`config.mk`:
```
export PLATFORM = sky130hd
export DESIGN_NAME = obstacle_fusion_sweep_controller
export DESIGN_NICKNAME = d
export VERILOG_FILES = /design/src/design/ofsc_pkg.sv /design/src/design/ofsc_cfg.sv /design/src/design/ofsc_fusion.sv /design/src/design/ofsc_step.sv /design/src/design/obstacle_fusion_sweep_controller.sv
export SDC_FILE = /design/constraint.sdc
export NUM_CORES = 1
export LEC_CHECK = 0
export ABC_CLOCK_PERIOD_IN_PS = 9400
export BUFFER_PORTS_ARGS = -buffer_cell sky130_fd_sc_hd__buf_2
export CAP_MARGIN = 5
export CORE_MARGIN = 2
export CORE_UTILIZATION = 55
export CTS_CLUSTER_DIAMETER = 100
export CTS_CLUSTER_SIZE = 16
export DETAILED_ROUTE_END_ITERATION = 16
export GPL_ROUTABILITY_DRIVEN = 1
export PLACE_DENSITY = 0.76
export SLEW_MARGIN = 40
export SYNTH_ARGS = -nofsm -noshare
export SYNTH_HDL_FRONTEND = slang
export SYNTH_SLANG_ARGS = --single-unit
```
`constraint.sdc`:
```
create_clock -name clk -period 9.4 [get_ports clk]
set_clock_uncertainty 0.1 [all_clocks]
set_input_delay 0.47 -clock clk [delete_from_list [all_inputs] [get_ports clk]]
set_output_delay 0.47 -clock clk [all_outputs]
set_load 0.01 [all_outputs]
```
`src/design/ofsc_pkg.sv`:
```
package ofsc_pkg;

    localparam int TIME_W    = 32;
    localparam int MS_W      = 16;
    localparam int DIST_W    = 12;
    localparam int SECT_W    = 13;
    localparam int ANGLE_W   = 8;
    localparam int SETBACK_W = 8;
    localparam int CFG_IDX_W = 3;
    localparam int CFG_DATA_W = 16;

    localparam logic [DIST_W-1:0] ULTRASONIC_MAX_CM = 12'd400;
    localparam logic [DIST_W-1:0] LIDAR_MAX_CM      = 12'd1200;

    // register indexes on the configuration port
    localparam logic [CFG_IDX_W-1:0] REG_DETECT_THRESHOLD = 3'd0;
    localparam logic [CFG_IDX_W-1:0] REG_AUTO_SWEEP       = 3'd1;
    localparam logic [CFG_IDX_W-1:0] REG_EVAL_PERIOD      = 3'd2;
    localparam logic [CFG_IDX_W-1:0] REG_HOLDOFF          = 3'd3;
    localparam logic [CFG_IDX_W-1:0] REG_SETTLE           = 3'd4;
    localparam logic [CFG_IDX_W-1:0] REG_LIDAR_REFRESH    = 3'd5;
    localparam logic [CFG_IDX_W-1:0] REG_US_SETBACK       = 3'd6;
    localparam logic [CFG_IDX_W-1:0] REG_LIDAR_SETBACK    = 3'd7;

    typedef struct packed {
        logic [DIST_W-1:0]    detect_threshold_cm;
        logic                 auto_sweep_enable;
        logic [MS_W-1:0]      eval_period_ms;
        logic [MS_W-1:0]      retrigger_holdoff_ms;
        logic [MS_W-1:0]      settle_ms;
        logic [MS_W-1:0]      lidar_refresh_ms;
        logic [SETBACK_W-1:0] ultrasonic_setback_cm;
        logic [SETBACK_W-1:0] lidar_setback_cm;
    } cfg_t;

    typedef struct packed {
        logic              command;
        logic [TIME_W-1:0] now_ms;
        logic              ultrasonic_present;
        logic [DIST_W-1:0] ultrasonic_cm;
        logic              lidar_present;
        logic [DIST_W-1:0] lidar_cached_cm;
        logic              lidar_shot_ok;
        logic [DIST_W-1:0] lidar_shot_cm;
        logic              servo_moving;
    } item_t;

    typedef struct packed {
        logic [ANGLE_W-1:0]       servo_angle_cmd;
        logic                     servo_cmd_valid;
        logic [DIST_W-1:0]        front_cm;
        logic                     obstacle_detected;
        logic                     sweep_busy;
        logic signed [SECT_W-1:0] left_cm;
        logic signed [SECT_W-1:0] centre_cm;
        logic signed [SECT_W-1:0] right_cm;
        logic                     clearer_side;
    } result_t;

endpackage

```
`src/design/ofsc_cfg.sv`:
```
module ofsc_cfg (
    input  logic                              clk,
    input  logic                              rst_n,
    input  logic                              cfg_valid,
    output logic                              cfg_ready,
    input  logic [ofsc_pkg::CFG_IDX_W-1:0]    cfg_index,
    input  logic [ofsc_pkg::CFG_DATA_W-1:0]   cfg_data,
    output ofsc_pkg::cfg_t                    cfg
);

    ofsc_pkg::cfg_t cfg_reg;

    assign cfg_ready = 1'b1;
    assign cfg        = cfg_reg;

    always_ff @(posedge clk or negedge rst_n)
    begin
        if (!rst_n)
        begin
            cfg_reg.detect_threshold_cm   <= 12'd30;
            cfg_reg.auto_sweep_enable     <= 1'b1;
            cfg_reg.eval_period_ms        <= 16'd50;
            cfg_reg.retrigger_holdoff_ms  <= 16'd2000;
            cfg_reg.settle_ms             <= 16'd150;
            cfg_reg.lidar_refresh_ms      <= 16'd100;
            cfg_reg.ultrasonic_setback_cm <= 8'd0;
            cfg_reg.lidar_setback_cm      <= 8'd0;
        end
        else if (cfg_valid)
        begin
            case (cfg_index)
                ofsc_pkg::REG_DETECT_THRESHOLD:
                    cfg_reg.detect_threshold_cm <= cfg_data[ofsc_pkg::DIST_W-1:0];
                ofsc_pkg::REG_AUTO_SWEEP:
                    cfg_reg.auto_sweep_enable <= cfg_data[0];
                ofsc_pkg::REG_EVAL_PERIOD:
                    cfg_reg.eval_period_ms <= cfg_data[ofsc_pkg::MS_W-1:0];
                ofsc_pkg::REG_HOLDOFF:
                    cfg_reg.retrigger_holdoff_ms <= cfg_data[ofsc_pkg::MS_W-1:0];
                ofsc_pkg::REG_SETTLE:
                    cfg_reg.settle_ms <= cfg_data[ofsc_pkg::MS_W-1:0];
                ofsc_pkg::REG_LIDAR_REFRESH:
                    cfg_reg.lidar_refresh_ms <= cfg_data[ofsc_pkg::MS_W-1:0];
                ofsc_pkg::REG_US_SETBACK:
                    cfg_reg.ultrasonic_setback_cm <= cfg_data[ofsc_pkg::SETBACK_W-1:0];
                ofsc_pkg::REG_LIDAR_SETBACK:
                    cfg_reg.lidar_setback_cm <= cfg_data[ofsc_pkg::SETBACK_W-1:0];
                default:
                    cfg_reg <= cfg_reg;
            endcase
        end
    end

endmodule

```
`src/design/ofsc_fusion.sv`:
```
module ofsc_fusion (
    input  logic                              ultrasonic_present,
    input  logic [ofsc_pkg::DIST_W-1:0]       ultrasonic_cm,
    input  logic [ofsc_pkg::SETBACK_W-1:0]    ultrasonic_setback_cm,
    input  logic                              lidar_allowed,
    input  logic [ofsc_pkg::DIST_W-1:0]       lidar_cached_cm,
    input  logic [ofsc_pkg::SETBACK_W-1:0]    lidar_setback_cm,
    output logic [ofsc_pkg::DIST_W-1:0]       fused_cm
);

    logic [ofsc_pkg::DIST_W-1:0] us_sb;
    logic [ofsc_pkg::DIST_W-1:0] li_sb;
    logic [ofsc_pkg::DIST_W-1:0] us_corr;
    logic [ofsc_pkg::DIST_W-1:0] li_corr;
    logic [ofsc_pkg::DIST_W-1:0] keep_us;

    assign us_sb = {{(ofsc_pkg::DIST_W-ofsc_pkg::SETBACK_W){1'b0}}, ultrasonic_setback_cm};
    assign li_sb = {{(ofsc_pkg::DIST_W-ofsc_pkg::SETBACK_W){1'b0}}, lidar_setback_cm};

    // readings referred to the bumper, floored at zero
    assign us_corr = (ultrasonic_cm > us_sb) ? ultrasonic_cm - us_sb : '0;
    assign li_corr = (lidar_cached_cm > li_sb) ? lidar_cached_cm - li_sb : '0;

    always_comb
    begin
        keep_us = ofsc_pkg::ULTRASONIC_MAX_CM;
        if (ultrasonic_present && (ultrasonic_cm != '0) && (us_corr < keep_us))
        begin
            keep_us = us_corr;
        end
        fused_cm = keep_us;
        if (lidar_allowed && (lidar_cached_cm != '0) && (li_corr < keep_us))
        begin
            fused_cm = li_corr;
        end
    end

endmodule

```
`src/design/ofsc_step.sv`:
```
module ofsc_step (
    input  logic                clk,
    input  logic                rst_n,
    input  ofsc_pkg::cfg_t      cfg,
    input  logic                step_en,
    input  ofsc_pkg::item_t     item,
    output ofsc_pkg::result_t   res
);

    typedef enum logic [1:0] {
        MODE_IDLE      = 2'd0,
        MODE_MOVING    = 2'd1,
        MODE_SETTLING  = 2'd2,
        MODE_RETURNING = 2'd3
    } mode_t;

    localparam logic [ofsc_pkg::ANGLE_W-1:0] ANGLE_LEFT   = 8'd45;
    localparam logic [ofsc_pkg::ANGLE_W-1:0] ANGLE_CENTER = 8'd90;
    localparam logic [ofsc_pkg::ANGLE_W-1:0] ANGLE_RIGHT  = 8'd135;
    localparam logic [1:0] SECTOR_END = 2'd3;
    localparam logic signed [ofsc_pkg::SECT_W-1:0] NO_ECHO = -13'sd1;

    function automatic logic [ofsc_pkg::ANGLE_W-1:0] angle_of(input logic [1:0] s);
        logic [ofsc_pkg::ANGLE_W-1:0] a;
        begin
            case (s)
                2'd0:    a = ANGLE_LEFT;
                2'd1:    a = ANGLE_CENTER;
                default: a = ANGLE_RIGHT;
            endcase
            return a;
        end
    endfunction

    mode_t                              mode_reg, mode_next, mode_mid;
    logic [1:0]                         sector_idx_reg, sector_idx_next, idx_mid, idx_inc;
    logic [ofsc_pkg::TIME_W-1:0]        arrival_reg, arrival_next;
    logic [ofsc_pkg::TIME_W-1:0]        centred_reg, centred_next;
    logic [ofsc_pkg::TIME_W-1:0]        last_eval_reg, last_eval_next;
    logic [ofsc_pkg::TIME_W-1:0]        last_launch_reg, last_launch_next;
    logic                               prev_det_reg, prev_det_next;
    logic [ofsc_pkg::DIST_W-1:0]        front_reg, front_next, front_upd, fused_cm;
    logic signed [ofsc_pkg::SECT_W-1:0] sector_reg  [3];
    logic signed [ofsc_pkg::SECT_W-1:0] sector_next [3];

    logic                               eval_due, refresh_done, holdoff_done, settle_done;
    logic                               lidar_allowed, detected, auto_try, launch_ok;
    logic                               cmd_valid;
    logic [ofsc_pkg::ANGLE_W-1:0]       cmd_angle;
    logic [ofsc_pkg::DIST_W-1:0]        clr_left, clr_right;

    assign eval_due     = (item.now_ms - last_eval_reg) >= {16'd0, cfg.eval_period_ms};
    assign refresh_done = (item.now_ms - centred_reg) >= {16'd0, cfg.lidar_refresh_ms};
    assign holdoff_done = (item.now_ms - last_launch_reg) >= {16'd0, cfg.retrigger_holdoff_ms};
    assign settle_done  = (item.now_ms - arrival_reg) >= {16'd0, cfg.settle_ms};

    assign lidar_allowed = (mode_reg == MODE_IDLE) && refresh_done;

    ofsc_fusion u_fusion (
        .ultrasonic_present    (item.ultrasonic_present),
        .ultrasonic_cm         (item.ultrasonic_cm),
        .ultrasonic_setback_cm (cfg.ultrasonic_setback_cm),
        .lidar_allowed         (lidar_allowed),
        .lidar_cached_cm       (item.lidar_cached_cm),
        .lidar_setback_cm      (cfg.lidar_setback_cm),
        .fused_cm              (fused_cm)
    );

    assign front_upd = (!item.command && eval_due) ? fused_cm : front_reg;
    assign detected  = front_upd <= cfg.detect_threshold_cm;
    assign auto_try  = !item.command && cfg.auto_sweep_enable && detected
                       && !prev_det_reg && holdoff_done;
    assign launch_ok = (item.command || auto_try) && (mode_reg == MODE_IDLE)
                       && item.lidar_present;

    always_comb
    begin
        mode_mid = launch_ok ? MODE_MOVING : mode_reg;
        idx_mid  = launch_ok ? 2'd0 : sector_idx_reg;
        idx_inc  = idx_mid + 2'd1;

        mode_next        = mode_mid;
        sector_idx_next  = idx_mid;
        arrival_next     = arrival_reg;
        centred_next     = centred_reg;
        last_eval_next   = last_eval_reg;
        last_launch_next = last_launch_reg;
        prev_det_next    = prev_det_reg;
        front_next       = front_reg;
        for (int i = 0; i < 3; i++)
        begin
            sector_next[i] = launch_ok ? NO_ECHO : sector_reg[i];
        end

        cmd_valid = launch_ok;
        cmd_angle = launch_ok ? ANGLE_LEFT : '0;

        if (!item.command)
        begin
            front_next    = front_upd;
            prev_det_next = detected;
            if (eval_due)
            begin
                last_eval_next = item.now_ms;
            end
            if (auto_try)
            begin
                last_launch_next = item.now_ms;
            end
            case (mode_mid)
                MODE_MOVING:
                begin
                    if (!item.servo_moving)
                    begin
                        arrival_next = item.now_ms;
                        mode_next    = MODE_SETTLING;
                    end
                end
                MODE_SETTLING:
                begin
                    if (settle_done)
                    begin
                        if (idx_mid != SECTOR_END)
                        begin
                            sector_next[idx_mid] = item.lidar_shot_ok
                                ? $signed({1'b0, item.lidar_shot_cm}) : NO_ECHO;
                        end
                        sector_idx_next = idx_inc;
                        cmd_valid       = 1'b1;
                        if (idx_inc != SECTOR_END)
                        begin
                            cmd_angle = angle_of(idx_inc);
                            mode_next = MODE_MOVING;
                        end
                        else
                        begin
                            cmd_angle = ANGLE_CENTER;
                            mode_next = MODE_RETURNING;
                        end
                    end
                end
                MODE_RETURNING:
                begin
                    if (!item.servo_moving)
                    begin
                        centred_next = item.now_ms;
                        mode_next    = MODE_IDLE;
                    end
                end
                default:
                begin
                    mode_next = mode_mid;
                end
            endcase
        end

        // unmeasured sectors count as the lidar range
        clr_left  = sector_next[0][ofsc_pkg::SECT_W-1]
                    ? ofsc_pkg::LIDAR_MAX_CM : sector_next[0][ofsc_pkg::DIST_W-1:0];
        clr_right = sector_next[2][ofsc_pkg::SECT_W-1]
                    ? ofsc_pkg::LIDAR_MAX_CM : sector_next[2][ofsc_pkg::DIST_W-1:0];

        res.servo_angle_cmd   = cmd_angle;
        res.servo_cmd_valid   = cmd_valid;
        res.front_cm          = front_next;
        res.obstacle_detected = front_next <= cfg.detect_threshold_cm;
        res.sweep_busy        = mode_next != MODE_IDLE;
        res.left_cm           = sector_next[0];
        res.centre_cm         = sector_next[1];
        res.right_cm          = sector_next[2];
        res.clearer_side      = !(clr_left >= clr_right);
    end

    always_ff @(posedge clk or negedge rst_n)
    begin
        if (!rst_n)
        begin
            mode_reg        <= MODE_IDLE;
            sector_idx_reg  <= 2'd0;
            arrival_reg     <= '0;
            centred_reg     <= '0;
            last_eval_reg   <= '0;
            last_launch_reg <= '0;
            prev_det_reg    <= 1'b0;
            front_reg       <= ofsc_pkg::ULTRASONIC_MAX_CM;
            for (int i = 0; i < 3; i++)
            begin
                sector_reg[i] <= NO_ECHO;
            end
        end
        else if (step_en)
        begin
            mode_reg        <= mode_next;
            sector_idx_reg  <= sector_idx_next;
            arrival_reg     <= arrival_next;
            centred_reg     <= centred_next;
            last_eval_reg   <= last_eval_next;
            last_launch_reg <= last_launch_next;
            prev_det_reg    <= prev_det_next;
            front_reg       <= front_next;
            for (int i = 0; i < 3; i++)
            begin
                sector_reg[i] <= sector_next[i];
            end
        end
    end

    // sector index stays in range while a sector is being handled
    a_idx_in_range: assert property (@(posedge clk) disable iff (!rst_n)
        (mode_reg == MODE_MOVING || mode_reg == MODE_SETTLING) |-> sector_idx_reg != SECTOR_END)
        else $error("sector index out of range during sweep");

    a_launch_busy: assert property (@(posedge clk) disable iff (!rst_n)
        (step_en && launch_ok) |=> mode_reg != MODE_IDLE)
        else $error("launch did not start a sweep");

    a_idle_holds: assert property (@(posedge clk) disable iff (!rst_n)
        (step_en && mode_reg == MODE_IDLE && !launch_ok) |=> mode_reg == MODE_IDLE)
        else $error("sweep left idle without a launch");

    a_angle_zero: assert property (@(posedge clk) disable iff (!rst_n)
        (res.servo_cmd_valid == 1'b0) |-> (res.servo_angle_cmd == '0))
        else $error("servo angle set without a command");

    a_launch_sectors: assert property (@(posedge clk) disable iff (!rst_n)
        (step_en && launch_ok && item.command) |=>
        (sector_reg[0] == NO_ECHO && sector_reg[1] == NO_ECHO && sector_reg[2] == NO_ECHO))
        else $error("manual launch did not clear sectors");

endmodule

```
`src/design/obstacle_fusion_sweep_controller.sv`:
```
// Obstacle fusion and sweep controller. Each beat on s_tdata/s_tuser is one update (tuser 0) or
// a manual sweep launch (tuser 1) and yields exactly one result beat on m_tdata. An accepted beat
// sits in an input register and is fully processed (fusion, detection, sweep sequencing) into
// the output register once that register is free, so one beat is taken per cycle whenever the
// result side keeps up. While a result waits on m_tready, one more beat can sit in the input
// register before s_tready drops. The sweep sequence
// (move, settle, measure per sector, then return to center) advances at most one step per update beat,
// timed purely by the now_ms field, not by the clock. Configuration writes are taken at any time
// but must only be issued while no beat is in flight.
module obstacle_fusion_sweep_controller (
    input  logic                              clk,
    input  logic                              rst_n,
    input  logic                              s_tvalid,
    output logic                              s_tready,
    // now_ms, ultrasonic_present, ultrasonic_cm, lidar_present, lidar_cached_cm,
    // lidar_shot_ok, lidar_shot_cm, servo_moving
    input  logic [71:0]                       s_tdata,
    // command
    input  logic [0:0]                        s_tuser,
    output logic                              m_tvalid,
    input  logic                              m_tready,
    // servo_angle_cmd, servo_cmd_valid, front_cm, obstacle_detected, sweep_busy,
    // left_cm, centre_cm, right_cm, clearer_side, zero pad
    output logic [63:0]                       m_tdata,
    input  logic                              cfg_valid,
    output logic                              cfg_ready,
    input  logic [ofsc_pkg::CFG_IDX_W-1:0]    cfg_index,
    input  logic [ofsc_pkg::CFG_DATA_W-1:0]   cfg_data
);

    ofsc_pkg::cfg_t    cfg;
    ofsc_pkg::item_t   in_item_reg, in_item;
    ofsc_pkg::result_t res;
    logic              in_valid_reg, in_valid_next;
    logic              out_valid_reg, out_valid_next;
    logic [63:0]       out_data_reg;
    logic              advance, s_accept;

    assign advance  = in_valid_reg && (!out_valid_reg || m_tready);
    assign s_tready = !in_valid_reg || advance;
    assign s_accept = s_tvalid && s_tready;
    assign m_tvalid = out_valid_reg;
    assign m_tdata  = out_data_reg;

    assign in_item.command            = s_tuser[0];
    assign in_item.now_ms             = s_tdata[31:0];
    assign in_item.ultrasonic_present = s_tdata[32];
    assign in_item.ultrasonic_cm      = s_tdata[44:33];
    assign in_item.lidar_present      = s_tdata[45];
    assign in_item.lidar_cached_cm    = s_tdata[57:46];
    assign in_item.lidar_shot_ok      = s_tdata[58];
    assign in_item.lidar_shot_cm      = s_tdata[70:59];
    assign in_item.servo_moving       = s_tdata[71];

    assign in_valid_next  = s_accept ? 1'b1 : (advance ? 1'b0 : in_valid_reg);
    assign out_valid_next = advance ? 1'b1 : (m_tready ? 1'b0 : out_valid_reg);

    ofsc_cfg u_cfg (
        .clk       (clk),
        .rst_n     (rst_n),
        .cfg_valid (cfg_valid),
        .cfg_ready (cfg_ready),
        .cfg_index (cfg_index),
        .cfg_data  (cfg_data),
        .cfg       (cfg)
    );

    ofsc_step u_step (
        .clk     (clk),
        .rst_n   (rst_n),
        .cfg     (cfg),
        .step_en (advance),
        .item    (in_item_reg),
        .res     (res)
    );

    always_ff @(posedge clk or negedge rst_n)
    begin
        if (!rst_n)
        begin
            in_valid_reg  <= 1'b0;
            out_valid_reg <= 1'b0;
        end
        else
        begin
            in_valid_reg  <= in_valid_next;
            out_valid_reg <= out_valid_next;
        end
    end

    always_ff @(posedge clk)
    begin
        if (s_accept)
        begin
            in_item_reg <= in_item;
        end
        if (advance)
        begin
            out_data_reg <= {1'b0, res.clearer_side, res.right_cm, res.centre_cm, res.left_cm,
                             res.sweep_busy, res.obstacle_detected, res.front_cm,
                             res.servo_cmd_valid, res.servo_angle_cmd};
        end
    end

endmodule

```
==> results.sh <==
export IMPL_grt_pass1_vias=22200
export IMPL_synthArstFlopShare=0.676
export IMPL_status="finished clean"
export IMPL_drt_iter0_drc=1971
export IMPL_postSynthAreaPerCell_um2=10.0
export IMPL_maxSlewViolCount=0
export IMPL_viasPerCell=5.93
export IMPL_crit_start="in_item_reg[40]"
export IMPL_reg2regPathDepth=51
export IMPL_clock_latency_ps=590
export IMPL_relSlewSlack=0.461
export IMPL_fp_dieW_um=226
export IMPL_crit_type="flip-flop to flip-flop"
export IMPL_syn_area_mm2=0.0271
export IMPL_p_leak_nw=14.2
export IMPL_startpoint_type="flip-flop"
export IMPL_synth_edf_count=134
export IMPL_yosys_top_cells_area="dfrtp_1 (20%), edfxtp_1 (15%), ha_1 (12%), mux2_2 (7.6%), dfstp_2 (6.1%)"
export IMPL_wl_per_cell_um=20.0
export IMPL_syn_to_final_growth_pct=18.6
export IMPL_drive_gt1_frac=0.243
export IMPL_grt_start_max_net_pins=81
export IMPL_synth_seq_cells=413
export IMPL_max_stage_delay_ps=410
export IMPL_cp_buffers_inverters=8
export IMPL_setup_viol=0
export IMPL_cts_tree="built"
export IMPL_clk_pin_slew_ps=80
export IMPL_gr_max_usage_layer="met2"
export IMPL_hpwlAfterDp_um=56700
export IMPL_power_density_mw_per_mm2=275
export IMPL_worst_r2r_setup_slack_ps=120
export IMPL_rsz0062_at_grt="true"
export IMPL_r2r_start="in_item_reg[40]"
export IMPL_synth_most_common_cell="inv_1"
export IMPL_dpl_cell_count=3615
export IMPL_ir_drop_mv=0.196
export IMPL_ys_warn_count=0
export IMPL_track_usage=0.291
export IMPL_fin_nets=3444
export IMPL_cts_buffers=29
export IMPL_cpLargestDelayFamily="compound AO/OA/AOI/OAI gates"
export IMPL_grt_pass1_wl_um=117000
export IMPL_holdWs_ps=50.3
export IMPL_grtUsageMet2=0.506
export IMPL_hold_violations=0
export IMPL_path_depth=51
export IMPL_holdPathStages=2
export IMPL_arrival_ps=9620
export IMPL_endpoint="m_tdata[62]"
export IMPL_cts_sinks=413
export IMPL_hold_path_class="primary input to flip-flop"
export IMPL_drt_pass1_iterations=5
export IMPL_yosys_area_top_type="dfrtp_1"
export IMPL_finalCriticalPeriod_ps=9280
export IMPL_route_vias_total=22400
export IMPL_finalNonFillerCells=3770
export IMPL_finalPower_mw=8.85
export IMPL_synth_top_cell_area_share=0.199
export IMPL_io_buffer_count=161
export IMPL_grt_overflow_total=0
export IMPL_htree_levels=1
export IMPL_die_y_um=226
export IMPL_synthCells=2703
export IMPL_critical_path_max_fanout=9
export IMPL_die_area_mm2=0.0511
export IMPL_largest_reg_flops=93
export IMPL_post_route_period_util=0.988
export IMPL_synth_commonest_cells="inv_1 (273), ha_1 (257), dfrtp_1 (216)"
export IMPL_place_congestion=0.971
export IMPL_coreArea_mm2=0.0487
export IMPL_synthDistinctLibCells=91
export IMPL_cap_viol_max_count=0
export IMPL_postRouteAntennaNets=0
export IMPL_grtUsageMet3=0.0273
export IMPL_fillers=3886
export IMPL_clockBufferDepth=3
export IMPL_drc=0
export IMPL_worstMarginPinSlew_ps=804
export IMPL_cp_slowest_cell="edfxtp_1"
export IMPL_antenna_found_initial=3
export IMPL_grtUsageMet1=0.385
export IMPL_initial_utilization=0.556
export IMPL_required_ps=9740
export IMPL_worst_setup_path_end_kind="flip-flop"
export IMPL_wirelength_um=75300
export IMPL_yosysSeqAreaShare=0.409
export IMPL_placementRows=81
export IMPL_ios=164
export IMPL_cts_root_buf="clkbuf_16"
export IMPL_r2r_end="m_tdata[62]"
export IMPL_ys_flop_type="dfrtp_1"
export IMPL_max_freq_ghz=0.108
==> worst min-delay path by stage <==
stage	startpoint	endpoint	slack (ps)
after global placement	rst_n	u_step.arrival_reg[17]	320
after global routing	s_tvalid	in_valid_reg	50
after CTS	s_tvalid	in_valid_reg	20
final	s_tvalid	in_valid_reg	50
after floorplan	rst_n	in_valid_reg	70
after detailed placement	rst_n	u_step.arrival_reg[17]	330
==> worst register-to-register path, delay by kind of cell, from the launching register on <==
kind	cells	cell delay, ps
multiplexers	1	320
buffers and inverters	8	960
XOR/XNOR	1	130
adder cells (fa/ha/maj)	6	1440
AO/OA/AOI/OAI	22	3610
flip-flops	1	410
AND/OR/NAND/NOR	13	2140
==> metal layers <==
layer / share of wire / wire length, µm / vias to the layer above
met5: 0 / 0 / -
met4: 0.033 / 2460 / 0
met3: 0.050 / 3730 / 162
met2: 0.49 / 36600 / 698
met1: 0.43 / 32500 / 10900
li1: - / - / 10600
==> area by class of cell <==
| class | instances | area, µm² | area share |
|---|---|---|---|
| multi-input combinational | 1925 | 15200 | 0.472 |
| sequential | 413 | 11100 | 0.345 |
| timing repair buffer | 442 | 3210 | 0.0998 |
| inverter | 273 | 1030 | 0.0320 |
| tap | 664 | 831 | 0.0258 |
| clock buffer | 51 | 808 | 0.0251 |
| clock inverter | 1 | 5.00 | 0.000156 |
| antenna | 1 | 2.50 | 0.0000778 |
==> where the power goes <==
group          leakage [nW]  switching, mW  internal [mW]
Sequential             4.57          0.288           2.44
Clock                 0.387          0.626          0.579
Combinational          9.24           2.67           2.25
==> logic make-up (layout without fill, tap and decap cells) <==
| logic type | count (synthesis) | in the layout | share of synthesized area |
|---|---|---|---|
| buffers and inverters | 368 | 767 | 0.0535 |
| AND/OR/NAND/NOR | 625 | 625 | 0.113 |
| other | 2 | 6 | 0.000277 |
| multiplexers | 235 | 235 | 0.0967 |
| adder cells (fa/ha/maj) | 263 | 263 | 0.123 |
| XOR/XNOR | 103 | 103 | 0.0333 |
| flip-flops | 413 | 413 | 0.409 |
| AO/OA/AOI/OAI | 694 | 694 | 0.171 |
==> timing repair <==
| action | 4_1_cts | 5_1_grt |
|---|---|---|
| gates resized for setup | 31 | 89 |
| endpoints found under the setup margin | 1 | 1 |
| buffers inserted | 13 | 12 |
| hold endpoints to repair | 127 | 0 |
| gates cloned | 1 | 0 |
| pin swaps | 20 | 59 |
| hold buffers | 74 | 0 |
==> cell usage in the layout, fill, tap and decap left out, drive strengths merged, types with 54 or more instances in the layout <==
cell type / n
buf: 367
inv: 273
ha: 257
dfrtp: 216
mux2: 215
nand2: 197
a21oi: 177
o21ai: 152
edfxtp: 134
nor2: 129
dlygate4sd3: 74
a21o: 73
dfstp: 63
xnor2: 58
o22a: 54
==> stage by stage <==
| step | cell area, µm² | worst slack (ps) | TNS, ps | util |
|---|---|---|---|---|
| finish | 32200 | 117 | 0 | 0.660 |
| global route | 32200 | -344 | -344 | 0.660 |
| CTS | 31500 | 0.656 | 0 | 0.647 |
| detailed placement | 29800 | -599 | -599 | 0.610 |
| global placement | 29700 | -294 | -294 | 0.610 |
| floorplan | 27200 | 13.7 | 0 | - |
No activity file was read; power rests on OpenSTA's default activity.
